**src/rtl/count_sketch_top_k_tracker_defines.svh**
```systemverilog
// assertion macros shared by the count sketch tracker modules
`ifndef COUNT_SKETCH_TOP_K_TRACKER_DEFINES_SVH
`define COUNT_SKETCH_TOP_K_TRACKER_DEFINES_SVH

// same-cycle implication, sampled on clk, idle during reset
`define CST_ASSERT_NOW(lbl, ante, cons, msg) \
	lbl: assert property (@(posedge clk) disable iff (!arst_n) (ante) |-> (cons)) \
	else $error(msg);

// next-cycle implication, sampled on clk, idle during reset
`define CST_ASSERT_NEXT(lbl, ante, cons, msg) \
	lbl: assert property (@(posedge clk) disable iff (!arst_n) (ante) |=> (cons)) \
	else $error(msg);

`endif

```
**src/rtl/cst_front.sv**
```systemverilog
// front end: request intake, bucket folding and a two-entry queue
`timescale 1ns / 1ps
module cst_front #(
	parameter int ROWS    = 5,
	parameter int BUCKETS = 1024
) (
	input  logic                         clk,
	input  logic                         arst_n,
	input  logic                         in_valid,
	output logic                         in_ready,
	input  logic [1:0]                   cmd,
	input  logic [31:0]                  item_key,
	input  logic signed [31:0]           weight,
	input  logic [9:0]                   bucket_row0,
	input  logic [9:0]                   bucket_row1,
	input  logic [9:0]                   bucket_row2,
	input  logic [9:0]                   bucket_row3,
	input  logic [9:0]                   bucket_row4,
	input  logic [4:0]                   sign_bits,
	output logic                         q_valid,
	input  logic                         q_pop,
	output logic [1:0]                   q_cmd,
	output logic [31:0]                  q_key,
	output logic signed [31:0]           q_weight,
	output logic [ROWS-1:0][$clog2(BUCKETS)-1:0] q_addr,
	output logic [ROWS-1:0]              q_neg
);
	localparam int BW    = $clog2(BUCKETS);
	localparam int RECIP = (1 << 20) / BUCKETS;

	logic [4:0][9:0]          bk;
	logic [ROWS-1:0][BW-1:0]  addr;
	logic [ROWS-1:0]          neg;

	logic [1:0]               f_cmd_q   [2];
	logic [31:0]              f_key_q   [2];
	logic signed [31:0]       f_w_q     [2];
	logic [ROWS-1:0][BW-1:0]  f_addr_q  [2];
	logic [ROWS-1:0]          f_neg_q   [2];
	logic                     wr_ptr_q, rd_ptr_q;
	logic [1:0]               cnt_q;
	logic                     push;

	assign bk = {bucket_row4, bucket_row3, bucket_row2, bucket_row1, bucket_row0};

	// bucket modulo by reciprocal multiply, one correction step
	for (genvar r = 0; r < ROWS; r++) begin : g_row
		if (r < 5) begin : g_in
			logic [30:0] prod;
			logic [10:0] quo;
			logic [27:0] rem;
			always_comb begin
				prod = 31'(bk[r]) * 31'(RECIP);
				quo  = prod[30:20];
				rem  = 28'(bk[r]) - 28'(quo) * 28'(BUCKETS);
				if (rem >= 28'(BUCKETS)) begin
					rem = rem - 28'(BUCKETS);
				end
				addr[r] = BW'(rem);
				neg[r]  = sign_bits[r];
			end
		end else begin : g_extra
			assign addr[r] = '0;
			assign neg[r]  = 1'b0;
		end
	end

	assign in_ready = (cnt_q != 2'd2);
	assign push     = in_valid && in_ready;
	assign q_valid  = (cnt_q != 2'd0);
	assign q_cmd    = f_cmd_q[rd_ptr_q];
	assign q_key    = f_key_q[rd_ptr_q];
	assign q_weight = f_w_q[rd_ptr_q];
	assign q_addr   = f_addr_q[rd_ptr_q];
	assign q_neg    = f_neg_q[rd_ptr_q];

	always_ff @(posedge clk) begin
		if (push) begin
			f_cmd_q[wr_ptr_q]  <= cmd;
			f_key_q[wr_ptr_q]  <= item_key;
			f_w_q[wr_ptr_q]    <= weight;
			f_addr_q[wr_ptr_q] <= addr;
			f_neg_q[wr_ptr_q]  <= neg;
		end
	end

	always_ff @(posedge clk or negedge arst_n) begin
		if (!arst_n) begin
			wr_ptr_q <= 1'b0;
			rd_ptr_q <= 1'b0;
			cnt_q    <= 2'd0;
		end else begin
			if (push) begin
				wr_ptr_q <= ~wr_ptr_q;
			end
			if (q_pop && q_valid) begin
				rd_ptr_q <= ~rd_ptr_q;
			end
			cnt_q <= cnt_q + 2'(push) - 2'(q_pop && q_valid);
		end
	end

	`include "count_sketch_top_k_tracker_defines.svh"

	`CST_ASSERT_NOW(fifo_cnt_bound, 1'b1, cnt_q <= 2'd2, "queue count overflow")

endmodule

```
**config.mk**
```make
export PLATFORM = sky130hd
export DESIGN_NAME = cst_front
export DESIGN_NICKNAME = d
export VERILOG_FILES = /design/src/rtl/cst_front.sv
export VERILOG_INCLUDE_DIRS = /design/src /design/src/rtl
export SDC_FILE = /design/constraint.sdc
export NUM_CORES = 1
export LEC_CHECK = 0
export BUFFER_PORTS_ARGS = -buffer_cell sky130_fd_sc_hd__buf_2
export CAP_MARGIN = 20
export CORE_MARGIN = 5
export CORE_UTILIZATION = 52
export CTS_CLUSTER_SIZE = 8
export DETAILED_ROUTE_END_ITERATION = 8
export GPL_TIMING_DRIVEN = 0
export PLACE_DENSITY = 0.87
export RECOVER_POWER = 25
export SETUP_SLACK_MARGIN = 0.5
export SLEW_MARGIN = 15
export SYNTH_ARGS = -nofsm -noshare
export SYNTH_HDL_FRONTEND = slang
export SYNTH_SLANG_ARGS = --single-unit
```
**constraint.sdc**
```tcl
create_clock -name clk -period 8.4 [get_ports clk]
set_input_delay 0.84 -clock clk [delete_from_list [all_inputs] [get_ports clk]]
set_output_delay 0.84 -clock clk [all_outputs]
set_load 0.02 [all_outputs]
```
* Word level (Yosys, flattened, before mapping) *
Memories as Yosys holds them, arrays and structs flattened.
Index checks and enable logic that the tools add are counted.

operators by class
  $add $sub $neg = 7
  $lt $le $gt $ge = 5
  divide/modulo/power cells = 0
  multiply operators = 0
  reduce and logical (&&, ||, !) cells = 3
  equality and inequality tests = 1
  bitwise logic cells = 2
  muxes and demuxes = 7
  shift operators = 0

operator list
  operator                 number
  $ge A10 B11 Y1 const B   5
  $mux W10                 5
  $sub A10 B1 Y10 const B  5
  $add A2 B1 Y2            1
  $logic_and A1 B1 Y1      2
  $mux W1                  2
  $ne A2 B2 Y1 const B     1
  $not A1 Y1               2
  $reduce_bool A2 Y1       1
  $sub A2 B1 Y2            1

storage, ports and cells
  word-level logic and storage cells = 33
  memory bits (read-only) = 0
  output and inout port bits = 123
  bits in latches = 0
  memory bits (writable) = 242
  bits of input ports = 125
  bits in registers = 4
  memories kept = 5

memories
  memory    depth  bits a word  read ports  clocked after memory_dff  write ports  RTL line         text
  f_addr_q  2      50           1           0                         1            cst_front.sv:38  logic [ROWS-1:0][BW-1:0] f_addr_q [2];
  f_key_q   2      32           1           0                         1            cst_front.sv:36  logic [31:0] f_key_q [2];
  f_w_q     2      32           1           0                         1            cst_front.sv:37  logic signed [31:0] f_w_q [2];
  f_neg_q   2      5            1           0                         1            cst_front.sv:39  logic [ROWS-1:0] f_neg_q [2];
  f_cmd_q   2      2            1           0                         1            cst_front.sv:35  logic [1:0] f_cmd_q [2];

* Depth between registers and ports, before layout *
Gate-level depths: netlist of the first run.

  depth after elaboration = 4
  gate-level depth with buffers = 7
  gate-level depth less buffers = 7

* Worst setup path before layout of the first run *
Ideal clock, no wire load.

  path type = input-to-reg
  start = in in_valid
  end = mem f_addr_q[0][0] (netlist name), enable pin
  library setup time = 0.603 ns
  data required time = 7.797 ns
  path slack = 1.827 ns
  arrival time = 5.970 ns
  cell stages on the path = 2
  path buffers = 0
  cells stage by stage = nand2_1 -> nor2_1

between the ends
  longest elaborated chain between the ends = 3

ends and longest elaborated chain
  item                           RTL line         text
  start, declared                cst_front.sv:9   input logic in_valid,
  $logic_and A1 B1 Y1            cst_front.sv:69  assign push = in_valid && in_ready;
  $mux W1                        cst_front.sv:78  if (push) begin
  $mux W1 (implied by the code)  cst_front.sv:82  f_addr_q[wr_ptr_q] <= addr;
  end, declared                  cst_front.sv:38

No other way between the ends.

* Final worst setup path of the first run *
  start = reg rd_ptr_q
  end = out q_weight[9]

between the ends
  longest elaborated chain between the ends = 1

ends and longest elaborated chain
  item                    RTL line         text
  start, declared         cst_front.sv:40  logic wr_ptr_q, rd_ptr_q;
  start signal, assigned  cst_front.sv:97  rd_ptr_q <= ~rd_ptr_q;
  $mem_v2 Z2 W32          -
  end, declared           cst_front.sv:24  output logic signed [31:0] q_weight,

No other way between the ends.

==> flow_metrics.py, run 1 <==
metrics = {
    "timing": {
        "setup_violations": 0,
        "hold-worst-slack_ns": 0.194,
        "slew_viol_final": 0,
        "hold_viol": 0,
        "fin_crit_sh_pct": 31.4,
        "max_slew_margin_pct": 65.5,
        "finClkSkew_ns": 0.0139,
        "worst_pin_slew_ns": 0.517,
        "rsz0062_at_grt": "no",
        "period_needed_ns": 2.64,
        "clock.fmax_mhz": 379,
    },
    "pwr": {
        "clkPwrFrac_pct": 26.7,
        "leakage_nw": 4.66,
        "p_switching_mw": 1.41,
        "p_seq_share_pct": 38.3,
        "p_sw_share_pct": 30.9,
        "p_int_mw": 3.16,
        "peakVddDrop_v": 0.000243,
        "powerDensity_nw_per_um2": 385,
        "pwr-share-comb_pct": 34.9,
    },
    "die": {
        "die_h_um": 143,
        "core.rowCount": 48,
        "die_area_um2": 20600,
        "initial_core_util_pct": 53.2,
        "core-area_um2": 17400,
        "chipWidth_um": 143,
        "boundaryPins": 248,
    },
    "final_layout": {
        "final_common_cell": "edfxtp_1",
        "fillers": 1140,
        "multi_input_area_um2": 1770,
        "seqCellArea_um2": 7370,
        "layout.nets": 813,
        "mostFrequentLayoutCells": "242 x edfxtp_1, 218 x buf_2, 80 x mux2_4, 41 x mux2_2, 41 x clkbuf_1",
        "drive_gt1_share_pct": 57.1,
        "final_area_um2": 11900,
        "finalCoreUtilization_pct": 68.3,
        "syn_to_final_growth_pct": 28.3,
    },
    "route": {
        "vias": 4719,
        "detail_route.wirelength_um": 18500,
        "drc": 0,
        "dr.first_iter.drc_count": 191,
        "wl_per_cell_um": 20.1,
        "viasPerCell": 5.13,
        "ant_nets": 0,
        "drt-pass1-iter-count": 4,
    },
    "global_route": {
        "grt.overflow.total": 0,
        "grt_pass1_wl_um": 27400,
        "grt_pass1_vias": 5233,
        "grt_usage_pct": 17.4,
        "antenna_found_initial": 1,
        "grt_max_degree": 59,
    },
    "yosys": {
        "synth_warnings": 0,
        "yosysUniqueCellTypes": 17,
        "yosysSeqAreaShare_pct": 79.5,
        "syn_nets": 521,
        "synthCells": 394,
        "avgSynthCellArea_um2": 23.5,
        "synth_area_um2": 9260,
        "synth-seq-cells": 246,
    },
    "clocking": {
        "postCtsResizedCells": 0,
        "clk_path_buf_depth": 3,
        "cts.sinks": 246,
        "holdBufCountCts": 0,
        "cts_tree": "built",
        "clkLatencyLatePin_ns": 0.48,
        "cts-root-buf": "clkbuf_16",
        "cts_inserted_buffers": 36,
        "htreeDepth": 2,
        "post-cts-setup-buffers": 0,
        "cts.clk_slew.worst_paths_ns": 0.05,
    },
    "placed_design": {
        "numPortBuffers": 247,
        "dp_hpwl_um": 12700,
        "place_area_um2": 11000,
        "gp_congestion": 0.745,
    },
    "critical_path": {
        "cp_max_fo": 10,
        "worstSetupStartpoint": "rd_ptr_q",
        "critPathLaunchType": "flop",
        "cp.arrival_ns": 1.80,
        "r2r-start": "cnt_q[1]",
        "endpoint_kind": "primary output",
        "worstPathRequired_ns": 7.56,
        "path_class": "flop to primary output",
    },
    "run_status": {
        "status": "complete, no violations",
    },
    "min_path": {
        "min_path_type": "input pin to async pin",
    },
    "job": {
        "cap_violations": 0,
    },
}
[critical path, cell delays in order, from the launching register on]
cell	delay, ns
dfrtp_1	0.33
buf_6	0.11
buf_8	0.16
buf_6	0.21
mux2_4	0.32
buf_2	0.17
[layout make-up]
| type | instances | area share, % |
|---|---|---|
| flip-flops and latches | 246 | 62.0 |
| multi-input cells | 133 | 14.9 |
| repair buffers | 254 | 11.5 |
| clock buffers | 45 | 8.04 |
| well taps | 225 | 2.37 |
| plain buffers | 14 | 1.15 |
| inverters | 1 | 0.0316 |
| diodes | 1 | 0.0211 |
[metrics by stage]
step / setup TNS, ns / cells / power, mW / setup slack (ns)
finish: 0 / 919 / 4.57 / 5.76
global route: 0 / 919 / 4.77 / 5.69
CTS: 0 / 918 / 4.64 / 5.71
detailed placement: 0 / 873 / 3.39 / 5.95
global placement: -48.46 / 866 / 3.33 / -0.409
floorplan: 0 / 394 / 2.90 / 1.83
[flip-flops by register name (all words and copies together) (netlist names)]
register and count:
wr_ptr_q 1, f_cmd_q 4, cnt_q 2, f_neg_q 10, rd_ptr_q 1, f_w_q 64, f_key_q 64, f_addr_q 100
[layer usage]
metal | global-route usage, % | vias to the layer above | wire [µm]
met4 | 5.35 | 0 | 384
met3 | 5.76 | 35 | 1820
met1 | 20.0 | 2314 | 6670
met5 | 0 | - | 0
met2 | 30.9 | 224 | 9640
li1 | - | 2146 | -
[cells by family (layout without fill, tap and decap cells)]
family / count (synthesis) / count (layout) / synth area share, %
DFF: 246 / 246 / 79.5
adders and majority gates: 2 / 2 / 0.270
buffers and inverters: 15 / 314 / 1.51
xor gates and xnor gates: 4 / 4 / 0.378
and+or+nand+nor: 6 / 6 / 0.351
other: 0 / 1 / 0
muxes: 121 / 121 / 18.0
[synthesized netlist by cell type (all sizes together)]
master  instances  area (µm²)
nor2            1        3.75
or2             1        6.26
xnor2           3        26.3
ha              2        25.0
xor2            1        8.76
and3            1        6.26
dfrtp           4         100
edfxtp        242        7270
inv             1        3.75
nand2b          1        6.26
and2            1        6.26
mux2          121        1660
buf            14         136
nand2           1        3.75
[power groups by stage]
stage	combinational (mW)	clock (mW)	sequential, mW
final	1.60	1.22	1.75
after global routing	1.69	1.31	1.77
after CTS	1.63	1.25	1.76
after detailed placement	1.62	0	1.77
after global placement	1.51	0	1.82
after floorplan	1.11	0	1.79
[path summary, 6_finish.rpt]
| check | endpoint | slack (ns) | depth (start not counted) |
|---|---|---|---|
| setup / recovery | q_weight[9] | 5.76 | 5 |
| hold / removal | cnt_q[1] | 0.19 | 1 |
| min in group clk | cnt_q[0] | 0.54 | 1 |
| hold reg to reg | cnt_q[0] | 0.54 | 1 |
| max in group asynchronous | rd_ptr_q | 8.01 | 1 |
| setup reg to reg | f_addr_q[0][3] | 6.34 | 6 |
Power figures use the tool's default switching activity.
==> inputs of run 2 (changes only) <==
Settings changed: ABC_AREA set to 1.
Clock period 8.4 ns to 2.6 ns, I/O delays scaled along.
==> run 2 against run 1 <==
Effect of this change:
- clock skew up 0.0071 ns
- cell count up 44%
- worst setup slack worse by 5.2 ns
- critical endpoint unchanged
- synthesized cell count up 69%
- largest power group unchanged
==> flow_metrics.py, run 2 <==
metrics = {
    "run_status": {
        "status": "complete, no violations",
    },
    "clocking": {
        "cts.sinks": 246,
        "clkLatencyLatePin_ns": 0.50,
        "post-cts-setup-buffers": 0,
        "cts-root-buf": "clkbuf_16",
        "htreeDepth": 2,
        "cts.clk_slew.worst_paths_ns": 0.05,
        "cts_tree": "built",
        "clk_path_buf_depth": 3,
        "cts_inserted_buffers": 36,
    },
    "yosys": {
        "synth_top_area_cell": "edfxtp_1",
        "synth_warnings": 0,
        "synth_edf_count": 242,
        "synth.area.top_cells": "edfxtp_1 80%, nand2_1 16%, buf_6 1.2%",
        "synth_ff_type": "edfxtp_1",
        "async_reset_ff_share_pct": 1.63,
        "synth_area_um2": 9060,
        "avgSynthCellArea_um2": 13.6,
        "synth_top_area_share_pct": 80.2,
        "synth_commonest_cells": "376 x nand2_1, 242 x edfxtp_1, 15 x buf_2",
        "yosysSeqAreaShare_pct": 81.3,
        "synth-seq-cells": 246,
        "synthCells": 664,
        "yosysUniqueCellTypes": 11,
        "syn_nets": 791,
        "yosysMostFrequentCell": "nand2_1",
    },
    "pwr": {
        "powerDensity_nw_per_um2": 1180,
        "p_switching_mw": 5.57,
        "pwr-share-comb_pct": 36.2,
        "p_seq_share_pct": 36.7,
        "p_sw_share_pct": 36.4,
        "leakage_nw": 5.54,
        "clkPwrFrac_pct": 27.0,
        "peakVddDrop_v": 0.000790,
        "p_int_mw": 9.75,
    },
    "timing": {
        "fin_setup_tns_ns": 0,
        "setup_violations": 0,
        "rsz0062_at_grt": "yes",
        "max_slew_margin_pct": 60.0,
        "hold_viol": 0,
        "hold-worst-slack_ns": 0.0540,
        "period_needed_ns": 2.03,
        "finClkSkew_ns": 0.0210,
        "slew_viol_final": 0,
        "clock.fmax_mhz": 492,
        "fin_crit_sh_pct": 78.2,
        "worst_pin_slew_ns": 0.599,
    },
    "route": {
        "dr.first_iter.drc_count": 323,
        "ant_nets": 0,
        "viasPerCell": 4.96,
        "drc": 0,
        "detail_route.wirelength_um": 23200,
        "wl_per_cell_um": 17.5,
        "drt-pass1-iter-count": 5,
        "vias": 6551,
    },
    "die": {
        "core.rowCount": 48,
        "boundaryPins": 248,
        "die_area_um2": 20200,
        "chipWidth_um": 142,
        "initial_core_util_pct": 52.8,
        "core-area_um2": 17200,
        "die_h_um": 142,
    },
    "final_layout": {
        "final_common_cell": "nand2_1",
        "final_area_um2": 13000,
        "drive_gt1_share_pct": 25.7,
        "reg.largest.list": "f_addr_q x100, f_key_q x64, f_w_q x64",
        "layoutNonFillerInstCount": 1322,
        "syn_to_final_growth_pct": 43.1,
        "largest_reg_flops": 100,
        "top_register": "f_addr_q",
        "mostFrequentLayoutCells": "374 x nand2_1, 242 x edfxtp_1, 209 x buf_2, 122 x dlygate4sd3_1, 59 x clkbuf_1",
        "layout.nets": 1207,
    },
    "critical_path": {
        "endpoint_kind": "primary output",
        "critPathLaunchType": "flop",
        "worstPathRequired_ns": 2.34,
        "rr_worst_depth": 5,
        "path_class": "flop to primary output",
        "cp.arrival_ns": 1.77,
        "cp_max_fo": 10,
    },
    "placed_design": {
        "place_area_um2": 10800,
        "gp_congestion": 0.765,
        "numPortBuffers": 247,
        "dp_cells": 1144,
        "dp_hpwl_um": 13300,
    },
    "min_path": {
        "hold_depth": 3,
        "min_path_type": "input pin to flop",
    },
    "global_route": {
        "antenna_found_initial": 3,
        "grt_pass1_wl_um": 35500,
        "grt.overflow.total": 0,
        "grt_pass1_vias": 7157,
        "grt_usage_pct": 22.9,
        "grt_max_degree": 37,
    },
    "job": {
        "cap_violations": 0,
    },
}
-- run 2: cell types whose count changed after synthesis, sizes merged, moves of 3 or more --
cell | previous run | this run
nand3 | 0 | 3
mux2 | 121 | 0
buf | 14 | 27
inv | 1 | 9
nand2 | 1 | 376
xnor2 | 3 | 0
-- run 2: per-stage QoR --
step,utilization (%),power (mW),setup WS (ns)
after floorplan,-,8.98,-0.205
after global placement,61.8,10.7,-1.10
after detailed placement,62.7,11.0,0.538
after CTS,75.7,15.2,0.516
after global routing,75.5,16.1,0.491
final,75.5,15.3,0.567
-- run 2: cell families after synthesis --
group | synth area share [%]
adder cells (fa/ha/maj) | 0.276
buffers and inverters | 2.64
flip-flops | 81.3
AND/OR/NAND/NOR | 15.8
-- run 2: worst paths after layout --
path | to | slack [ns] | from
worst min-delay path | rd_ptr_q | 0.05 | q_pop
worst max-delay path | q_weight[9] | 0.57 | rd_ptr_q
worst min register to register | wr_ptr_q | 0.49 | wr_ptr_q
max in group asynchronous | wr_ptr_q | 2.20 | arst_n
min in group asynchronous | cnt_q[0] | 0.19 | arst_n
worst max register to register | f_w_q[1][10] | 0.76 | cnt_q[1]
-- run 2: layout make-up --
type | instances | area, µm²
inverter | 9 | 40.0
sequential | 246 | 7370
clock inverter | 2 | 17.5
tap | 225 | 282
fill | 977 | 4210
multi-input combinational | 383 | 1490
buffer | 27 | 218
timing repair buffer | 377 | 2560
antenna | 3 | 7.51
clock buffer | 50 | 985
-- run 2: power groups by stage --
stage / registers, mW / clock network [mW] / logic [mW]
final: 5.63 / 4.14 / 5.55
after floorplan: 5.69 / 0 / 3.30
after global routing: 5.69 / 4.41 / 6.02
after CTS: 5.61 / 4.17 / 5.47
after detailed placement: 5.67 / 0 / 5.29
after global placement: 5.74 / 0 / 4.99
-- run 2: repair_timing --
item	CTS	global route
hold endpoints to repair	246	0
resized for setup	1	4
endpoints found under the setup margin	1	45
hold buffers	122	0
gates cloned	0	1
pin swaps	0	1
-- run 2: worst max-delay path: stages, from the launching register on --
cell and delay (ns):
dfrtp_1 0.32, buf_4 0.15, buf_6 0.19, buf_2 0.25, nand2_1 0.07, nand2_1 0.11, buf_2 0.19
-- run 2: metal layers --
metal | global-route usage [%] | share of wire (%) | up-vias
met5 | 0 | 0 | -
met4 | 12.0 | 4.1 | 0
met3 | 4.54 | 7.1 | 60
met2 | 42.0 | 54 | 311
met1 | 24.8 | 35 | 3100
li1 | - | - | 3080
==> inputs of run 3 (changes only) <==
Settings changed: ABC_AREA 1 to 0.
Clock period 2.6 ns to 1.98 ns, I/O delays scaled along.
==> run 3 against run 2 <==
Effect of this change:
- the flow now finishes with violations (setup timing)
- via count fell by 8.2%
- highest routed layer is now met5
- clock power up 36%
- first-iteration DRC count grew 23%
- critical path type unchanged
- die area up 2.1%
- worst setup slack worse by 0.59 ns
- design area up 16%
- total power rose by 57%
- combinational power is 95% higher
==> flow_metrics.py, run 3 (synthesis gave the netlist of run 1 again) <==
metrics = {
    "final_layout": {
        "final_common_cell": "edfxtp_1",
        "drive_gt1_share_pct": 51.4,
        "syn_to_final_growth_pct": 62.5,
        "mostFrequentLayoutCells": "242 x edfxtp_1, 122 x dlygate4sd3_1, 121 x buf_2, 86 x buf_6, 81 x mux2_4",
        "reg.largest.list": "f_addr_q x100, f_key_q x64, f_w_q x64",
        "largest_reg_flops": 100,
        "layout.nets": 1002,
        "top_register": "f_addr_q",
    },
    "timing": {
        "hold_viol": 0,
        "setup_violations": 27,
        "clock.fmax_mhz": 499,
        "hold-worst-slack_ns": 0.126,
        "worst_pin_slew_ns": 0.288,
        "fin_crit_sh_pct": 101,
        "max_slew_margin_pct": 80.8,
        "period_needed_ns": 2.00,
        "layout_setup_ws_ns": -0.0241,
        "finClkSkew_ns": 0.0196,
        "slew_viol_final": 0,
        "rsz0062_at_grt": "yes",
    },
    "route": {
        "drt-pass1-iter-count": 5,
        "drc": 0,
        "detail_route.wirelength_um": 29000,
        "ant_nets": 0,
        "dr.first_iter.drc_count": 396,
        "viasPerCell": 5.40,
        "wl_per_cell_um": 26.1,
        "vias": 6013,
    },
    "die": {
        "boundaryPins": 248,
        "core-area_um2": 17400,
        "die_h_um": 143,
        "die_area_um2": 20600,
        "chipWidth_um": 143,
        "core.rowCount": 48,
        "initial_core_util_pct": 53.2,
    },
    "pwr": {
        "power_mw": 24.0,
        "leakage_nw": 5.95,
        "peakVddDrop_v": 0.000990,
        "powerDensity_nw_per_um2": 1590,
    },
    "critical_path": {
        "cp.arrival_ns": 1.81,
        "reg2reg_to": "f_addr_q[0][49]",
        "rr_worst_depth": 8,
        "endpoint_kind": "primary output",
        "r2r-start": "cnt_q[1]",
        "r2r_setup_slack_ns": 0.23,
        "critPathLaunchType": "flop",
        "path_class": "flop to primary output",
        "cp_max_fo": 6,
        "worstSetupStartpoint": "rd_ptr_q",
        "worstPathRequired_ns": 1.78,
    },
    "clocking": {
        "cts-root-buf": "clkbuf_16",
        "cts.clk_slew.worst_paths_ns": 0.05,
        "cts.sinks": 246,
        "clkLatencyLatePin_ns": 0.50,
        "cts_inserted_buffers": 36,
        "htreeDepth": 2,
        "clk_path_buf_depth": 3,
        "cts_tree": "built",
    },
    "placed_design": {
        "numPortBuffers": 247,
        "post-place-ws_ns": -0.0885,
        "dp_hpwl_um": 12600,
        "gp_congestion": 0.753,
    },
    "global_route": {
        "antenna_found_initial": 3,
        "grt_usage_pct": 24.1,
        "grt_max_degree": 27,
        "grt.overflow.total": 0,
        "grt_pass1_vias": 6199,
        "grt_pass1_wl_um": 36700,
    },
    "job": {
        "cap_violations": 0,
    },
    "min_path": {
        "min_path_type": "input pin to async pin",
    },
    "run_status": {
        "status": "finished, violations left",
        "violations": "setup timing",
    },
}
## run 3: cell count changes in the layout (fill, tap and decap cells not counted), moves of 3 or more
cell / change
clkbuf_16: +19
buf_12: +18
mux2_4: +81
buf_8: +3
mux2_2: +40
buf_6: +78
buf_2: -88
nand2_1: -374
clkbuf_2: -3
buf_16: +15
inv_1: -6
buf_4: +6
clkbuf_4: +3
## run 3: metrics by stage
stage,area (µm²),setup TNS (ns),utilization (%),std cells
CTS,14300,-0.600,81.9,1081
global placement,10800,-314.86,62.0,866
floorplan,9290,-167.79,-,394
finish,15100,-0.273,86.4,1113
detailed placement,11000,-4.30,63.1,873
global route,15100,-3.46,86.4,1113
## run 3: what timing repair did
action / 4_1_cts / 5_1_grt
gates resized for setup: 127 / 100
gates cloned: 12 / 19
setup buffers: 25 / 11
pin swaps: 8 / 7
endpoints found under the setup margin: 330 / 356
endpoints found under the hold margin: 246 / 0
hold buffers: 122 / 0
## run 3: worst max-delay path by stage
stage	endpoint	slack, ns
detailed placement	f_w_q[1][21]	-0.09
finish	q_addr[36]	-0.02
global placement	f_addr_q[0][21]	-1.53
global route	q_addr[24]	-0.07
CTS	q_addr[41]	-0.03
floorplan	f_addr_q[0][0]	-0.85
## run 3: per-layer routing
| metal | track usage [%] | part of all wire (%) | wire length (µm) | up-vias |
|---|---|---|---|---|
| met5 | 0 | 0.045 | 13 | - |
| met4 | 7.63 | 2.7 | 792 | 2 |
| met3 | 5.99 | 8.8 | 2540 | 60 |
| met2 | 42.7 | 51 | 14900 | 389 |
| met1 | 29.1 | 37 | 10800 | 3009 |
| li1 | - | - | - | 2553 |
## run 3: cell type report
cell class,instances,area (µm²)
Sequential cell,246,7370
Timing Repair Buffer,442,4330
Fill cell,696,2360
Multi-Input combinational cell,134,1840
Clock buffer,48,998
Tap cell,225,282
Buffer,14,221
Clock inverter,1,16.3
Antenna cell,2,5.00
Inverter,1,3.75
## run 3: worst max-delay path: stages, from the launching register on
cell and delay, ns:
dfrtp_1 0.37, buf_6 0.14, clkbuf_16 0.18, clkbuf_16 0.17
mux2_4 0.31, buf_6 0.14
## run 3: where the power goes
group	leakage, nW	switching (mW)	internal [mW]
sequential	2.29	0.424	7.13
combinational	3.17	4.97	5.86
clock	0.493	2.14	3.47
total	5.95	7.53	16.5
